$ cat config.mk
export PLATFORM = sky130hd
export DESIGN_NAME = dbpp_ram
export DESIGN_NICKNAME = d
export VERILOG_FILES = /design/src/rtl/core/dbpp_ram.sv
export SDC_FILE = /design/constraint.sdc
export NUM_CORES = 1
export LEC_CHECK = 0
export ABC_AREA = 1
export BUFFER_PORTS_ARGS = -buffer_cell sky130_fd_sc_hd__buf_2
export CORE_MARGIN = 10
export CORE_UTILIZATION = 63
export CTS_BUF_LIST = sky130_fd_sc_hd__clkbuf_16
export CTS_CLUSTER_DIAMETER = 100
export DETAILED_ROUTE_END_ITERATION = 6
export GPL_ROUTABILITY_DRIVEN = 0
export MAX_ROUTING_LAYER = met4
export PLACE_DENSITY = 0.81
export SETUP_SLACK_MARGIN = 0.1
export SYNTH_ARGS = -nofsm -noshare
export SYNTH_HDL_FRONTEND = slang
export SYNTH_SLANG_ARGS = --single-unit
$ cat constraint.sdc
create_clock -name clk -period 2.9 [get_ports clk]
set_input_delay 0.29 -clock clk [delete_from_list [all_inputs] [get_ports clk]]
set_output_delay 0.29 -clock clk [all_outputs]
set_load 0.01 [all_outputs]
$ cat src/rtl/core/dbpp_ram.sv
// generic single-write, single-read ram with registered read
module dbpp_ram #(
  parameter int Width = 8,
  parameter int Depth = 16
) (
  input  logic                     clk,
  input  logic                     we,
  input  logic [$clog2(Depth)-1:0] waddr,
  input  logic [Width-1:0]         wdata,
  input  logic                     re,
  input  logic [$clog2(Depth)-1:0] raddr,
  output logic [Width-1:0]         rdata
);

  logic [Width-1:0] mem [Depth];

  // write port
  always_ff @(posedge clk) begin
    if (we) begin
      mem[waddr] <= wdata;
    end
  end

  // read port, data held until the next read
  always_ff @(posedge clk) begin
    if (re) begin
      rdata <= mem[raddr];
    end
  end

endmodule

# == Word-level counts from Yosys, hierarchy flattened ==
# Memory sizes are Yosys's and may differ from the RTL's. A register that Yosys moved wholly into a read port is not among the register bits.
# Cells that the tools add are included.
# word_totals
output_inout_bits,8
n_memories,1
inputBits,19
word_cells,3
register_bits,0
ramBits,128
# mem_list
name,words,width,rd,rd_clocked_by_memory_dff,write_ports,line_no,text
mem,16,8,1,1,1,15,logic [Width-1:0] mem [Depth];
# op_classes
muxes,2
# op_table
cell,count
2-to-1 mux 1 bit,2

# == Depth between registers and ports, before layout ==
# logic_depth
ltp_word,2
mapped_depth,8
depth_no_buf,7

# == Worst setup path before layout ==
# Ideal clock, no wire load.
# synth_path
path_kind,input to register
from,input waddr[2]
to,memory mem[10][0] (enable)
setup_time_ns,0.370
required_ns,2.530
path_buffers,0
setup_slack_ns,1.659
cell_stages,2
arrival_ns,0.871
cell_sequence,nand3b_1 -> nor2_1
# synth_lines
item,line_no,text
"start, declared",8,"input logic [$clog2(Depth)-1:0] waddr,"
"end, declared",15,
# Straight into the memory's write port.

==> impl_results.md <==
- R2R Path Start: mem[3][7]
- Final number of max-transition violations: 0
- Critical path's most frequent cell: nand3_1
- Final setup vio count: 0
- Top routing layer in use: met4
- Slew Limit Headroom: 44.4%
- Synth warn: 0
- Wirelength per Cell: 19.4 microns
- Nature of the critical path endpoint: flip-flop
- Max_cap viols: 0
- Unrepaired setup endpoints after global routing: no
- Pleak: 2.83 nW
- Crit path cell chain: buf_2 > inv_2 > buf_4 > nand2_1 > nand3_1 > nand3_1 > nand3_1 > nand2_1
- Status: completed
- Clock buffer depth: 2
- Setup TNS: 0 ns
- Synth-to-Final Area Change: 12.3%
- Area leader, netlist: edfxtp_1
- FMAX: 634 MHz
- Routed wl met3: 1.47 mm
- Post-Syn Instances: 551
- CP max stage cell: inv_2
- Fraction of the cycle the final worst path needs: 54.4%
- Port bufs: 26
- WL final: 13.5 mm
- Row cnt: 35
- Share of layout cells above drive strength 1: 10.0%
- HPWL Detailed: 7.86 mm
- Crit start category: primary input
- DR pass1 iterations: 6
- Postcts setup bufs: 0
- CTS-repair resized insts: 0
- Critical Path Start: raddr[0]
- Minimum clock period: 1.58 ns
- Least-Margin Pin Slew: 0.831 ns
- Via density: 5.80
- H-Tree Depth: 4
- Placed cell area: 0.00598 sq mm
- CTS tree: done
- Clock transition at path regs: 0.05 ns
- Syn Area/Cell: 10.6 sq um
- Starting Density: 63.9%
- Total global routing overflow: 0
- Total CTS buffers: 17
- Clk_skew: 0.00591 ns
- Register Area: 0.00408 sq mm
- Vias: 4,062
- Power density cells: 702 mW/mm^2
- Unique cell type count in the Yosys netlist: 11
- Finished layout cell area: 0.00657 sq mm
- Ant diodes: 0
- First-pass GRT wire length: 21.1 mm
- Remaining DRCs: 0
- #FFs+latches synth: 136
- Largest net degree at the start of global routing: 65
- Top cell type's share of synthesized area: 69.8%
- Core Area: 0.00915 sq mm
- Number of global-route vias before repair: 3,963
- Syn nets: 570
- Worst min path class: in2reg
- Antenna-violating nets left: 0
- Final hold vios: 0
- Multi-input logic area: 0.00121 sq mm
- Die Ht: 116 microns
- Worst EP arrival: 1.74 ns
- Maximum VDD drop: 0.000527 V
- Die width: 116 microns
- Worst EP required: 3.06 ns
- Post-CTS Hold Fix Bufs: 0
- DR iter-0 viols: 504
- Crit-path max FO: 44
- Register area share after synthesis: 69.8%
- Die area: 0.0135 sq mm
- Gr usage total: 21.4%
- Nets: 595
- Hold_sp: re
- Metal-1 WL: 5.31 mm
- Antenna violations before repair: 0
- Clk Latency, worst-skew pair: 0.41 ns
- Clk sinks: 136
- Slowest stage delay, CP: 0.56 ns
- Filler cells: 554
- Post-Syn Area: 0.00585 sq mm
- I/O pin count: 27
- Met2 WL: 6.52 mm
- Synth top area cells: edfxtp_1 70%, nand2_1 11%, nand3_1 8.3%, inv_1 6.4%, buf_6 1.2%
- Crit Path Class: in2reg
- Root Driver: clkbuf_16
-- cells by family (layout without fill, tap and decap cells) --
family / count (synthesis) / in the layout / synth area share [%]
buf+inv: 126 / 164 / 9.39
flops: 136 / 136 / 69.8
simple gates: 289 / 289 / 20.8
-- report_power, final --
part | switching [mW] | total, mW | internal (mW)
logic | 0.199 | 0.268 | 0.0695
registers | 0.0114 | 2.23 | 2.22
clock network | 0.776 | 2.11 | 1.33
total | 0.986 | 4.61 | 3.62
-- area by class of cell --
class / count / share of cell area, %
Tap cell: 111 / 2.12
Clock buffer: 17 / 6.48
Timing Repair Buffer: 30 / 2.44
Inverter: 102 / 5.83
Clock inverter: 15 / 2.44
Multi-Input combinational cell: 289 / 18.5
Sequential cell: 136 / 62.2
-- metal layers --
| layer | GRT usage [%] | vias up |
|---|---|---|
| met5 | - | - |
| met4 | 6.84 | 0 |
| met3 | 5.50 | 28 |
| met2 | 33.9 | 282 |
| met1 | 26.6 | 1922 |
| li1 | - | 1830 |
-- per-stage QoR --
| step | power (mW) | utilization (%) | hold WS, ns | setup WS (ns) | instances |
|---|---|---|---|---|---|
| 6_report | 4.61 | 71.7 | 0.231 | 1.32 | 700 |
| 5_1_grt | 4.75 | 71.7 | 0.231 | 1.22 | 700 |
| 4_1_cts | 4.60 | 71.7 | 0.234 | 1.36 | 700 |
| 3_5_place_dp | 2.52 | 65.3 | 0.650 | 0.964 | 668 |
| 3_3_place_gp | 2.51 | 65.3 | 0.641 | 0.995 | 668 |
| 2_1_floorplan | 2.43 | - | 0.389 | 1.66 | 551 |
-- Yosys cell counts (all sizes together) --
library cell and number:
edfxtp 136, buf 24, nand2 173, inv 102
nand3 97, nand3b 2, nor2 17
-- cell usage in the layout, fill, tap and decap left out, drive strengths merged --
master / instances
bufinv: 3
nand2: 173
buf: 30
clkbuf: 17
inv: 102
clkinv: 10
nor2: 17
nand3: 97
clkinvlp: 2
edfxtp: 136
nand3b: 2
-- sequential cells by signal, indices dropped and copies added, names as in the netlist --
name and count:
rdata 8, mem 128
-- critical path: cells and delay by family --
kind | cells | cell delay [ns]
buf+inv | 3 | 1.00
simple gates | 5 | 0.45
-- final timing paths --
kind                                 end  slack (ns)  cells past startpoint
worst max register to register  rdata[7]        1.64                      6
worst max-delay path            rdata[4]        1.32                      8
worst min-delay path            rdata[5]        0.23                      1
worst min register to register  rdata[2]        0.80                      6
Power figures use the tool's default switching activity.
