==> config.mk <==
export PLATFORM = sky130hd
export DESIGN_NAME = dbpp_front
export DESIGN_NICKNAME = d
export VERILOG_FILES = /design/src/rtl/core/dbpp_pkg.sv /design/src/rtl/core/dbpp_front.sv
export SDC_FILE = /design/constraint.sdc
export NUM_CORES = 1
export LEC_CHECK = 0
export ABC_AREA = 1
export BUFFER_PORTS_ARGS = -buffer_cell sky130_fd_sc_hd__buf_2
export CAP_MARGIN = 20
export CORE_AREA = 2 2 137 139
export CTS_CLUSTER_DIAMETER = 120
export DETAILED_ROUTE_END_ITERATION = 8
export DIE_AREA = 0 0 139 141
export PLACE_DENSITY = 0.62
export SLEW_MARGIN = 20
export SYNTH_ARGS = -nofsm -noshare
export SYNTH_HDL_FRONTEND = slang
export SYNTH_SLANG_ARGS = --single-unit
==> constraint.sdc <==
create_clock -name clk -period 4.75 [get_ports clk]
set_clock_uncertainty 0.1 [all_clocks]
set_input_delay 0 -clock clk [delete_from_list [all_inputs] [get_ports clk]]
set_output_delay 0 -clock clk [all_outputs]
set_load 0.05 [all_outputs]
==> src/rtl/core/dbpp_pkg.sv <==
// shared types, constants and helpers for the dot-bracket pair parser
package dbpp_pkg;

  // record length limit, the widths that follow from it, and the character and config widths
  localparam int MaxLen   = 1024;
  localparam int IdxW     = 10;
  localparam int PosW     = 11;
  localparam int CharW    = 8;
  localparam int CfgAddrW = 3;
  localparam int CfgDataW = 32;

  // register map
  localparam logic [CfgAddrW-1:0] REG_UNION_MODE = 3'd0;

  // characters
  localparam logic [CharW-1:0] CH_A      = 8'h41;
  localparam logic [CharW-1:0] CH_U      = 8'h55;
  localparam logic [CharW-1:0] CH_G      = 8'h47;
  localparam logic [CharW-1:0] CH_C      = 8'h43;
  localparam logic [CharW-1:0] CH_T      = 8'h54;
  localparam logic [CharW-1:0] CH_DOT    = 8'h2E;
  localparam logic [CharW-1:0] CH_LPAREN = 8'h28;
  localparam logic [CharW-1:0] CH_RPAREN = 8'h29;
  localparam logic [CharW-1:0] CH_LSQ    = 8'h5B;
  localparam logic [CharW-1:0] CH_RSQ    = 8'h5D;

  // record status codes
  typedef enum logic [2:0] {
    ERR_NONE      = 3'd0,
    ERR_T_BASE    = 3'd1,
    ERR_BASE      = 3'd2,
    ERR_SYMBOL    = 3'd3,
    ERR_UNMATCHED = 3'd4,
    ERR_MISSING   = 3'd5,
    ERR_OVERLAP   = 3'd6,
    ERR_TOO_LONG  = 3'd7
  } err_code_t;

  // first error of one category
  typedef struct packed {
    err_code_t       code;
    logic [PosW-1:0] pos;
  } err_t;

  // stack memory request
  typedef struct packed {
    logic            we;
    logic [IdxW-1:0] waddr;
    logic [IdxW-1:0] wdata;
    logic            re;
    logic [IdxW-1:0] raddr;
  } ram_req_t;

  // per-word info travelling to the output stage
  typedef struct packed {
    logic            pair_valid;
    logic            sel_round;
    logic [IdxW-1:0] right_pos;
    err_code_t       status;
    logic [PosW-1:0] error_position;
    logic            record_done;
  } stage_t;

  // keep the first error only
  function automatic err_t note(err_t cur, err_code_t code, logic [PosW-1:0] pos);
    err_t res;
    res = cur;
    if (cur.code == ERR_NONE) begin
      res.code = code;
      res.pos  = pos;
    end
    return res;
  endfunction

endpackage

==> src/rtl/core/dbpp_front.sv <==
// symbol decode, stack pointers, error capture and stack memory requests
module dbpp_front (
  input  logic                       clk,
  input  logic                       rst,
  input  logic                       accept,
  input  logic                       union_mode,
  input  logic [dbpp_pkg::CharW-1:0] base_char,
  input  logic [dbpp_pkg::CharW-1:0] struct_char,
  input  logic [dbpp_pkg::CharW-1:0] alt_struct_char,
  input  logic                       last,
  output dbpp_pkg::ram_req_t         round_req,
  output dbpp_pkg::ram_req_t         square_req,
  output dbpp_pkg::stage_t           stage
);
  import dbpp_pkg::*;

  logic [PosW-1:0] round_top, round_top_next;
  logic [PosW-1:0] square_top, square_top_next;
  logic [PosW-1:0] position;
  logic            overflow, overflow_next;
  err_t            sequence_error, sequence_error_next;
  err_t            round_part_error, round_part_error_next;
  err_t            square_part_error, square_part_error_next;
  err_t            overlap_error, overlap_error_next;

  logic            r_push, r_popq, r_pop;
  logic            s_push, s_popq, s_pop;
  logic [PosW-1:0] op;
  logic [IdxW-1:0] pos_idx;
  err_t            r_fin, s_fin, fin;

  assign op      = position + PosW'(1);
  assign pos_idx = position[IdxW-1:0];

  // decode and next state for one position
  always_comb begin
    overflow_next          = overflow || (position >= PosW'(MaxLen));
    sequence_error_next    = sequence_error;
    round_part_error_next  = round_part_error;
    square_part_error_next = square_part_error;
    overlap_error_next     = overlap_error;
    r_push = 1'b0;
    r_popq = 1'b0;
    s_push = 1'b0;
    s_popq = 1'b0;
    if (!overflow_next) begin
      if (!(base_char == CH_A || base_char == CH_U || base_char == CH_G ||
            base_char == CH_C)) begin
        sequence_error_next = note(sequence_error, (base_char == CH_T) ? ERR_T_BASE : ERR_BASE,
                                   op);
      end
      if (!union_mode) begin
        case (struct_char)
          CH_LPAREN: r_push = 1'b1;
          CH_LSQ:    s_push = 1'b1;
          CH_RPAREN: r_popq = 1'b1;
          CH_RSQ:    s_popq = 1'b1;
          CH_DOT:    ;
          default:   round_part_error_next = note(round_part_error, ERR_SYMBOL, op);
        endcase
      end else begin
        case (struct_char)
          CH_LPAREN: r_push = 1'b1;
          CH_RPAREN: r_popq = 1'b1;
          CH_DOT:    ;
          default:   round_part_error_next = note(round_part_error, ERR_SYMBOL, op);
        endcase
        case (alt_struct_char)
          CH_LSQ:  s_push = 1'b1;
          CH_RSQ:  s_popq = 1'b1;
          CH_DOT:  ;
          default: square_part_error_next = note(square_part_error, ERR_SYMBOL, op);
        endcase
        if (struct_char != CH_DOT && alt_struct_char != CH_DOT) begin
          overlap_error_next = note(overlap_error, ERR_OVERLAP, op);
        end
      end
    end
    r_pop = r_popq && (round_top != '0);
    s_pop = s_popq && (square_top != '0);
    // unmatched closers
    if (r_popq && !r_pop) begin
      round_part_error_next = note(round_part_error_next, ERR_UNMATCHED, op);
    end
    if (s_popq && !s_pop) begin
      if (union_mode) begin
        square_part_error_next = note(square_part_error_next, ERR_UNMATCHED, op);
      end else begin
        round_part_error_next = note(round_part_error_next, ERR_UNMATCHED, op);
      end
    end
    r_push = r_push && (round_top < PosW'(MaxLen));
    s_push = s_push && (square_top < PosW'(MaxLen));
    round_top_next  = round_top + PosW'(r_push) - PosW'(r_pop);
    square_top_next = square_top + PosW'(s_push) - PosW'(s_pop);
  end

  // final status by priority on the last position
  always_comb begin
    r_fin = round_part_error_next;
    s_fin = square_part_error_next;
    if (!union_mode) begin
      if (r_fin.code == ERR_NONE && (round_top_next != '0 || square_top_next != '0)) begin
        r_fin = '{code: ERR_MISSING, pos: '0};
      end
    end else begin
      if (r_fin.code == ERR_NONE && round_top_next != '0) begin
        r_fin = '{code: ERR_MISSING, pos: '0};
      end
      if (s_fin.code == ERR_NONE && square_top_next != '0) begin
        s_fin = '{code: ERR_MISSING, pos: '0};
      end
    end
    if (overflow_next) begin
      fin = '{code: ERR_TOO_LONG, pos: '0};
    end else if (sequence_error_next.code != ERR_NONE) begin
      fin = sequence_error_next;
    end else if (r_fin.code != ERR_NONE) begin
      fin = r_fin;
    end else if (s_fin.code != ERR_NONE) begin
      fin = s_fin;
    end else begin
      fin = overlap_error_next;
    end
  end

  // stack memory requests: push at top, pop reads top minus one
  always_comb begin
    round_req.we     = accept && r_push;
    round_req.waddr  = round_top[IdxW-1:0];
    round_req.wdata  = pos_idx;
    round_req.re     = accept && r_pop;
    round_req.raddr  = round_top[IdxW-1:0] - IdxW'(1);
    square_req.we    = accept && s_push;
    square_req.waddr = square_top[IdxW-1:0];
    square_req.wdata = pos_idx;
    square_req.re    = accept && s_pop;
    square_req.raddr = square_top[IdxW-1:0] - IdxW'(1);
  end

  // word info for the output stage
  always_comb begin
    stage.pair_valid     = r_pop || s_pop;
    stage.sel_round      = r_pop;
    stage.right_pos      = (r_pop || s_pop) ? pos_idx : '0;
    stage.status         = last ? fin.code : ERR_NONE;
    stage.error_position = last ? fin.pos : '0;
    stage.record_done    = last;
  end

  // record state
  always_ff @(posedge clk) begin
    if (rst || (accept && last)) begin
      round_top         <= '0;
      square_top        <= '0;
      position          <= '0;
      overflow          <= 1'b0;
      sequence_error    <= '{code: ERR_NONE, pos: '0};
      round_part_error  <= '{code: ERR_NONE, pos: '0};
      square_part_error <= '{code: ERR_NONE, pos: '0};
      overlap_error     <= '{code: ERR_NONE, pos: '0};
    end else if (accept) begin
      round_top         <= round_top_next;
      square_top        <= square_top_next;
      position          <= overflow_next ? position : op;
      overflow          <= overflow_next;
      sequence_error    <= sequence_error_next;
      round_part_error  <= round_part_error_next;
      square_part_error <= square_part_error_next;
      overlap_error     <= overlap_error_next;
    end
  end

endmodule

* After elaboration in Yosys (flattened, before gate mapping) *
Index checks and enable logic that the tools add are counted.

operators by class
  order comparisons = 3
  mux-type cells = 49
  bitwise operators = 1
  add/sub/neg operators = 7
  reduce and logical (&&, ||, !) cells = 44
  eq/ne operators = 15

operators by type and width
  kind                                                       number
  two-way mux 14 bit                                         33
  == test 8 x 7 -> 1 bit, second input constant              9
  nonzero test 11 bit                                        4
  == test 8 x 6 -> 1 bit, second input constant              4
  logical NOT 3 bit                                          9
  adder 11 x 1 -> 11 bit                                     2
  < comparator 11 bit, second input constant                 2
  subtractor 11 x 1 -> 11 bit                                2
  subtractor 10 x 1 -> 10 bit, second input constant         2
  != test 8 x 6 -> 1 bit, second input constant              2
  logical AND 1 bit                                          15
  two-way mux 1 bit                                          12
  adder 11 x 1 -> 11 bit, second input constant              1
  greater-or-equal comparator 11 bit, second input constant  1
  two-way mux 11 bit                                         1
  two-way mux 10 bit                                         1
  nonzero test 3 bit                                         3
  logical OR 1 bit                                           7
  OR reduction 3 bit                                         2
  OR reduction 5 bit                                         1
  two-way mux 3 bit                                          1
  logical NOT 1 bit                                          2
  two-way mux 2 bit                                          1
  AND reduction 2 bit                                        1
  NOT 1 bit                                                  1

word-level totals
  output and inout bits = 91
  register bits = 90

* Depth between registers and ports, before layout *
Gate-level depths: netlist of run 1.

  word-level depth = 21
  mapped depth = 28
  mapped depth without buffers = 28

* Least setup slack after synthesis of run 1 *
OpenSTA, ideal clock, no wires.

  path kind = flip-flop to output port
  from = register round_top[0]
  to = output port stage[6] (netlist name)
  cell stages (with the launch flop) = 26
  slack = 0.381 ns
  arrival = 4.269 ns
  cell sequence = dfxtp_1 > inv_1 > ha_1 > nand4_1 > nor3_1 > nor2_1 > ha_1 > inv_1 > ha_1 > inv_1 > fa_1 > inv_1 > or2_2 > nor2_1 > nand3_1 > nor2_1 > nand3_1 > nor2_1 > nand3_1 > nor2_1 > nand2_1 > nand2_1 > nand2_1 > inv_1 > nand2_1 > a21oi_1

RTL lines
  item                      line               text
  start: declaration        dbpp_front.sv:17   logic [PosW-1:0] round_top, round_top_next;
  start signal: assignment  dbpp_front.sv:163  round_top <= round_top_next;
  end: declaration          dbpp_front.sv:13   output dbpp_pkg::stage_t stage

==> flow_summary_export.csv, run 1 <==
group,metric,value,unit
status,status,"finished, final reports clean",
pwr,peakVddDrop,0.000208,V
clock_network,clock_path_buffers,2,
synth,yosysTopAreaCellShare,0.248,
synth,syn_area_per_cell,6.31,um2
critical_path,end_kind,"output pin",
route,via_count,7126,
synth,yosys_warnings,0,
sta,hold_viol,0,
clock_network,cts.sinks,90,
floorplan,coreArea,18300,um2
floorplan,initial_core_util,0.397,
global_route,grtUsageTotal,0.197,
synth,synth_common_cells,"259 x nand2_1, 186 x inv_1, 100 x nor2_1, 90 x dfxtp_1, 85 x o21ai_0",
synth,synth_nets,1231,
synth,synth_area_leaders,"dfxtp_1 25%, nand2_1 13%, inv_1 9.6%",
floorplan,die_w,139,um
route,drt_iter0_drc,413,
clock_network,cts_buffers,9,
global_route,grt_first_pass_wirelength,31700,um
critical_path,critPathLaunchType,"register",
clock_network,cts_tree,"yes",
synth,ys_ff_latch,90,
route,vias_per_cell,4.92,
critical_path,path_class,"reg -> out",
place,port_buffers,119,
route,post_drt_wl_per_cell,13.4,um
synth,syn-cell-area,7260,um2
synth,ys_seq_area_frac,0.248,
cells_and_area,synthToLayoutAreaGrowth,11.6,%
sta,period_share,0.945,
place,gp_congestion,0.904,
floorplan,num_io_pins,120,
critical_path,arrival,4.39,ns
global_route,grt_overflow,0,
cells_and_area,fin_cells,1449,
cells_and_area,nNetsFinal,1290,
sta,finalSetupViolations,0,
synth,yosysTopAreaCell,"dfxtp_1",
route,drt_first_pass_iters,5,
job,maxCapViolations,0,
sta,worst_pin_slew,0.945,ns
global_route,antenna_found_initial,0,
cells_and_area,antenna_cells,0,
clock_network,htree_levels,3,
clock_network,cts_root_buf,"clkbuf_16",
synth,synthArstFlopShare,0,
sta,timing.hold.ws,0.0236,ns
sta,drv_slew,0,
cells_and_area,final_core_util,0.444,
synth,synth_cell_types,44,
critical_path,required,4.65,ns
synth,yosysMostFrequentCell,"nand2_1",
global_route,grt_pass1_vias,6419,
place,dp_slack,0.319,ns
global_route,grt_max_degree,79,
sta,worst_slack,0.262,ns
place,dp_hpwl,14100,um
route,antenna_left,0,
place,place_inst,1428,
synth,synth_ff_type,"dfxtp_1",
floorplan,fp.dieH,141,um
sta,max_freq,223,MHz
route,drc,0,
clock_network,clkLatencyLatePin,0.36,ns
route,postRouteWirelength,19500,um
clock_network,clk_pin_slew_worst_paths,0.07,ns
sta,finalSetupTns,0,ns
synth,synth_edf_count,0,
sta,relSlewSlack,0.368,
worst_hold_path,hold_path_class,"in -> reg",
floorplan,rows,50,
pwr,leakagePower,4.34,nW
floorplan,die-area,19600,um2
critical_path,crit_fanout,12,
cells_and_area,drive_above_1_share,0.170,
sta,period_minus_slack,4.49,ns
synth,syn_inst,1151,
pwr,power.density,329,nW/um2
==> state kept, by name (all words and copies together) (netlist names) <==
name               cells
round_top             11
square_part_error     14
square_top            11
overflow               1
round_part_error      14
position              11
sequence_error        14
overlap_error         14
==> cell usage in the layout (no fill, tap or decap), drive strengths merged, types with 4 or more instances in the layout <==
cell | Yosys | layout
nand2 | 265 | 265
ha | 49 | 49
nand4 | 23 | 23
nor3 | 12 | 12
buf | 57 | 124
nand3 | 53 | 53
o21ai | 115 | 115
xor2 | 24 | 24
nand3b | 4 | 4
dfxtp | 90 | 90
a21oi | 74 | 74
clkbuf | 25 | 14
o211ai | 30 | 30
clkinv | 2 | 4
nor4 | 6 | 6
inv | 198 | 202
nor2 | 105 | 105
==> logic make-up (layout without fill, tap and decap cells) <==
logic type                 count (synthesis)  count (layout)  synth area share
DFF                                       90              90             0.248
buffers and inverters                    282             346             0.173
AOI/OAI and AO/OA                        228             228             0.175
xor gates and xnor gates                  27              27            0.0326
and+or+nand+nor                          473             473             0.282
adders and majority gates                 51              51            0.0900
==> per-layer routing <==
metal  GRT usage  vias up  part of all wire
met3      0.0404       20             0.045
met4      0.0478        0             0.013
met1       0.259     3181              0.48
met2       0.333      159              0.46
li1            -     3766                 -
met5           0        -                 0
==> timing repair <==
| item | 4_1_cts | 5_1_grt |
|---|---|---|
| hold endpoints to repair | 5 | 0 |
| resized for setup | 0 | 38 |
| hold buffers | 2 | 0 |
| pin swaps | 1 | 3 |
| buffers inserted | 2 | 1 |
| endpoints found under the setup margin | 5 | 14 |
==> area by class of cell <==
type | count | area, um2
fill | 1941 | 10200
multi-input combinational | 779 | 4240
sequential | 90 | 1810
inverter | 200 | 756
timing repair buffer | 130 | 711
tap | 234 | 293
clock buffer | 10 | 239
clock inverter | 6 | 57.6
==> per-stage QoR <==
stage               power (mW)  area [um2]
floorplan                 1.72        7260
global placement          1.92        7700
detailed placement        1.92        7700
CTS                       2.68        8030
global route              2.84        8110
finish                    2.67        8110
==> where the power goes <==
| part | internal, mW | switching, mW | total (mW) |
|---|---|---|---|
| registers | 0.804 | 0.0422 | 0.846 |
| logic | 0.304 | 0.774 | 1.08 |
| clock network | 0.383 | 0.360 | 0.743 |
==> worst paths after layout <==
path	startpoint	endpoint	slack (ns)	depth (start not counted)
hold reg to reg	overlap_error[11]	overlap_error[11]	0.36	2
hold / removal	base_char[0]	sequence_error[12]	0.02	5
setup / recovery	position[10]	stage[10]	0.26	23
setup reg to reg	position[10]	round_top[8]	1.66	16
==> worst max-delay path, cell delays in order (launching register included) <==
cell,delay (ns)
dfxtp_1,0.34
inv_2,0.09
nand2_4,0.12
or4_4,0.53
ha_1,0.28
inv_1,0.06
ha_2,0.20
inv_1,0.06
fa_1,0.50
inv_1,0.05
or2_2,0.26
nor2_1,0.09
nand3_1,0.08
nor2_1,0.11
nand3_1,0.08
nor2_1,0.09
nand3_1,0.07
nor2_1,0.10
nand2_1,0.12
nor2_4,0.16
buf_4,0.17
nand2_1,0.07
a21oi_2,0.16
clkbuf_4,0.25
(Power assumes the default switching activity.)
==> run 2, diff against run 1 <==
PLACE_DENSITY = 0.7   (was 0.62)
==> run 2 against run 1 <==
  * Final area up 0.83%
  * Core utilization grew 0.37 points
  * Die area did not move
  * Worst setup slack improved by 0.020 ns
  * Critical path depth grew 2
  * Power down 0.73%
  * Combinational power is essentially flat
  * Critical path type unchanged
  * Critical endpoint is now stage[11]
==> flow_summary_export.csv, run 2 (synthesis gave the netlist of run 1 again) <==
group,metric,value,unit
status,status,"finished, final reports clean",
sta,worst_pin_slew,0.989,ns
critical_path,r2r-start,"round_top[5]",
floorplan,die-area,19600,um2
clock_network,clock_path_buffers,2,
pwr,p_seq_frac,0.319,
route,postRouteWirelength,19600,um
global_route,grt_pass1_vias,6356,
sta,max_freq,224,MHz
critical_path,end_kind,"output pin",
pwr,finalPower,2.65,mW
critical_path,worstReg2RegEnd,"round_top[6]",
route,via_count,7276,
pwr,internal_power,1.49,mW
worst_hold_path,hold_end,"sequence_error[12]",
clock_network,cts.sinks,90,
route,antenna_left,0,
cells_and_area,nNetsFinal,1297,
place,gp_congestion,0.886,
route,drt_iter0_drc,593,
floorplan,initial_core_util,0.397,
critical_path,cp_common_cell,"nor2_1",
floorplan,coreArea,18300,um2
job,maxCapViolations,0,
floorplan,rows,50,
global_route,grtUsageTotal,0.193,
sta,drv_slew,0,
route,routed-wl-met3,997,um
critical_path,critPathBufInv,6,
critical_path,crit_cells,25,
sta,period_minus_slack,4.47,ns
pwr,leakagePower,4.36,nW
critical_path,required,4.65,ns
clock_network,clkLatencyLatePin,0.36,ns
route,route.met2.wl,9050,um
cells_and_area,final_core_util,0.447,
pwr,combPwrFrac,0.414,
critical_path,crit_fanout,6,
clock_network,htree_levels,3,
cells_and_area,nFillCells,1926,
global_route,grt_overflow,0,
critical_path,r2r_cells,18,
clock_network,cts_buffers,9,
route,drt_first_pass_iters,7,
place,port_buffers,119,
global_route,grt_first_pass_wirelength,31100,um
route,post_drt_wl_per_cell,13.5,um
route,vias_per_cell,5.00,
sta,finalSetupTns,0,ns
global_route,grt_max_degree,88,
critical_path,crit_path_max_incr_delay,0.50,ns
worst_hold_path,whs_path_depth,5,
pwr,power.density,324,nW/um2
sta,relSlewSlack,0.338,
route,highest_layer,"met4",
pwr,p_clk_frac,0.266,
sta,period_share,0.941,
cells_and_area,layout_commonest_cell,"nand2_1",
clock_network,clk_pin_slew_worst_paths,0.07,ns
sta,finalSetupViolations,0,
clock_network,cts_root_buf,"clkbuf_16",
floorplan,fp.dieH,141,um
pwr,switchingPower,1.16,mW
cells_and_area,synthToLayoutAreaGrowth,12.6,%
clock_network,cts_tree,"yes",
route,drc,0,
global_route,antenna_found_initial,0,
critical_path,cpMaxStageDelayCell,"fa_1",
place,dpl_cell_area,7710,um2
worst_hold_path,hold_path_class,"in -> reg",
sta,worst_slack,0.281,ns
pwr,swShare,0.437,
worst_hold_path,holdCritStartpoint,"base_char[0]",
critical_path,path_class,"reg -> out",
critical_path,crit_family,"simple AND/OR/NAND/NOR gates",
place,dp_hpwl,14200,um
sta,hold_viol,0,
floorplan,die_w,139,um
route,m1WireLength,9430,um
floorplan,num_io_pins,120,
cells_and_area,final_area,8170,um2
critical_path,critPathLaunchType,"register",
cells_and_area,drive_above_1_share,0.173,
place,dp_slack,0.312,ns
pwr,peakVddDrop,0.000206,V
critical_path,r2r_setup_slack,1.66,ns
critical_path,arrival,4.37,ns
cells_and_area,most-common-layout-cells,"259 x nand2_1, 175 x inv_1, 107 x buf_2",
cells_and_area,antenna_cells,0,
[run 2: cell count changes in the layout (fill, tap and decap cells not counted), sizes merged]
cell | previous run | this run
buf | 124 | 132
inv | 202 | 200
clkinv | 4 | 3
clkinvlp | 0 | 2
[run 2: what timing repair did]
item | CTS | global route
hold buffers | 2 | 0
resized for setup | 0 | 47
setup buffers | 3 | 5
setup endpoints to repair | 5 | 14
hold endpoints to repair | 5 | 0
pin swaps | 1 | 4
[run 2: worst max path at each step]
stage | from | end | slack [ns]
after floorplan | round_top[0] | stage[6] | 0.38
after global placement | round_top[4] | stage[3] | 0.42
after detailed placement | round_top[1] | stage[3] | 0.31
after CTS | round_top[1] | stage[13] | 0.0009
after global routing | round_top[5] | stage[1] | -0.04
final | round_top[5] | stage[11] | 0.28
[run 2: final cells by class]
class	instances	area, um2	area share
tap	234	293	0.0358
multi-input combinational	779	4250	0.520
timing repair buffer	137	790	0.0966
inverter	200	756	0.0925
clock inverter	5	37.5	0.00459
clock buffer	11	243	0.0297
sequential	90	1800	0.221
[run 2: power by group through the flow]
stage	logic (mW)	clock network (mW)	registers, mW
3_5_place_dp	1.06	0	0.861
6_report	1.10	0.705	0.845
2_1_floorplan	0.867	0	0.852
3_3_place_gp	1.06	0	0.858
4_1_cts	1.07	0.719	0.844
5_1_grt	1.20	0.747	0.852
[run 2: through the flow]
| stage | instances | hold WS [ns] |
|---|---|---|
| 6_report | 1456 | 0.0249 |
| 5_1_grt | 1456 | 0.103 |
| 4_1_cts | 1451 | 0.0356 |
| 3_5_place_dp | 1430 | 0.241 |
| 3_3_place_gp | 1430 | 0.243 |
| 2_1_floorplan | 1151 | 0.0671 |
[run 2: per-layer routing]
layer / track usage / vias up
li1: - / 3772
met2: 0.327 / 190
met3: 0.0350 / 12
met1: 0.261 / 3302
met4: 0.0308 / 0
met5: 0 / -
[run 2: tightest hold or removal path, cell delays in order]
cell and delay (ns):
buf_2 0.09, inv_1 0.03, nand4_1 0.14, a31oi_1 0.10
nor2_1 0.07
==> run 3, diff against run 2 <==
SETUP_SLACK_MARGIN = 0.3   (was unset)
==> run 3 against run 2 <==
  * Global-route usage increased by 0.14 points
  * Core utilization grew 1.7 points
  * Final area rose by 3.8%
  * Clock-buffer cell count stayed put
  * Largest power group unchanged
==> flow_summary_export.csv, run 3 (synthesis gave the netlist of run 1 again) <==
group,metric,value,unit
status,status,"finished, final reports clean",
sta,finalSetupTns,0,ns
pwr,p_seq_frac,0.316,
cells_and_area,synthToLayoutAreaGrowth,16.8,%
sta,hold_viol,0,
pwr,leakagePower,4.45,nW
worst_hold_path,hold_path_class,"in -> reg",
sta,worst_slack,0.470,ns
floorplan,initial_core_util,0.397,
pwr,power.density,316,nW/um2
critical_path,worstReg2RegEnd,"round_top[6]",
critical_path,r2r_setup_slack,1.88,ns
critical_path,end_kind,"output pin",
sta,rsz0062_at_grt,"no",
route,post_drt_wl_per_cell,13.7,um
critical_path,setup.worst_path.end,"stage[13]",
pwr,internal_power,1.51,mW
sta,relSlewSlack,0.345,
route,vias_per_cell,5.05,
sta,period_minus_slack,4.28,ns
global_route,grt_pass1_vias,6407,
pwr,swShare,0.437,
global_route,grt_overflow,0,
critical_path,required,4.65,ns
floorplan,die-area,19600,um2
critical_path,critPathBufInv,6,
pwr,p_clk_frac,0.263,
floorplan,fp.dieH,141,um
place,dp_slack,0.312,ns
critical_path,critPathLaunchType,"register",
floorplan,num_io_pins,120,
global_route,antenna_found_initial,0,
global_route,grt_max_degree,88,
critical_path,crit_path_max_incr_delay,0.54,ns
cells_and_area,nNetsFinal,1315,
cells_and_area,antenna_cells,0,
critical_path,crit_family,"simple AND/OR/NAND/NOR gates",
cells_and_area,drive_above_1_share,0.216,
pwr,combPwrFrac,0.421,
clock_network,clk_pin_slew_worst_paths,0.07,ns
critical_path,crit_fanout,6,
route,postRouteWirelength,20200,um
route,antenna_left,0,
job,maxCapViolations,0,
cells_and_area,nFillCells,1909,
critical_path,cpMaxStageDelayCell,"or4_4",
global_route,grt_first_pass_wirelength,31300,um
route,drc,0,
sta,worst_pin_slew,0.979,ns
route,drt_first_pass_iters,7,
global_route,grtUsageTotal,0.194,
clock_network,htree_levels,3,
clock_network,clkLatencyLatePin,0.36,ns
pwr,switchingPower,1.17,mW
cells_and_area,layout_commonest_cell,"nand2_1",
worst_hold_path,holdCritStartpoint,"base_char[0]",
critical_path,path_class,"reg -> out",
sta,finalSetupViolations,0,
clock_network,clock_path_buffers,2,
floorplan,die_w,139,um
cells_and_area,final_core_util,0.464,
pwr,peakVddDrop,0.000199,V
place,gp_congestion,0.886,
place,dp_hpwl,14200,um
critical_path,r2r-start,"overflow",
clock_network,cts_buffers,9,
clock_network,cts_tree,"yes",
floorplan,coreArea,18300,um2
critical_path,crit_cells,25,
sta,drv_slew,0,
route,via_count,7438,
clock_network,cts_root_buf,"clkbuf_16",
floorplan,rows,50,
sta,period_share,0.901,
clock_network,cts.sinks,90,
place,port_buffers,119,
critical_path,arrival,4.18,ns
route,drt_iter0_drc,478,
cells_and_area,most-common-layout-cells,"256 x nand2_1, 164 x inv_1, 107 x buf_2",
critical_path,r2r_cells,16,
sta,max_freq,234,MHz
critical_path,startpoint,"overflow",
run 3: cell count changes in the layout (fill, tap and decap cells not counted), moves of 5 or more:
cell,before,now
inv_1,175,164
ha_1,48,41
dfxtp_2,2,8
buf_4,21,36
ha_4,0,5
dfxtp_1,88,79
nor2_1,98,92
nor2_2,3,9
inv_2,21,28
run 3: worst min path at each step:
stage / cells after the start / endpoint
3_3_place_gp: 2 / stage[0]
4_1_cts: 5 / sequence_error[12]
5_1_grt: 5 / sequence_error[12]
2_1_floorplan: 1 / stage[0]
3_5_place_dp: 2 / stage[0]
6_report: 5 / sequence_error[12]
run 3: metrics by stage:
step	total power [mW]	cells	cell area, um2	hold WS (ns)
5_1_grt	2.84	1474	8480	0.101
3_5_place_dp	1.92	1430	7710	0.241
3_3_place_gp	1.92	1430	7710	0.243
6_report	2.68	1474	8480	0.0348
2_1_floorplan	1.72	1151	7260	0.0671
4_1_cts	2.65	1453	8140	0.0356
run 3: layer usage:
layer  global-route usage  part of all wire
met5                    0                 0
met4               0.0287            0.0081
met3               0.0377             0.058
met2                0.331              0.47
met1                0.261              0.47
run 3: timing repair:
item                                   4_1_cts  5_1_grt
pin swaps                                    2       21
setup endpoints to repair                   14       14
gates resized for setup                     32       64
hold buffers                                 2        0
gates cloned                                 0        1
buffers inserted                             5       20
endpoints found under the hold margin        5        0
run 3: power by group through the flow:
| stage | registers, mW | clock network [mW] | logic, mW |
|---|---|---|---|
| 6_report | 0.847 | 0.705 | 1.13 |
| 2_1_floorplan | 0.852 | 0 | 0.867 |
| 5_1_grt | 0.854 | 0.748 | 1.24 |
| 3_5_place_dp | 0.861 | 0 | 1.06 |
| 3_3_place_gp | 0.858 | 0 | 1.06 |
| 4_1_cts | 0.845 | 0.719 | 1.09 |
run 3: worst min-delay path, cell delays in order:
cell and delay, ns:
buf_2 0.09, inv_1 0.03, nand4_1 0.15, a31oi_1 0.10, nor2_1 0.07
run 3: cell type report:
class	count	area, um2	share of cell area
Clock inverter	5	37.5	0.00442
Timing Repair Buffer	154	941	0.111
Timing Repair inverter	1	7.51	0.000885
Sequential cell	90	1820	0.215
Inverter	200	772	0.0910
Clock buffer	11	243	0.0286
Multi-Input combinational cell	779	4370	0.515
Tap cell	234	293	0.0345
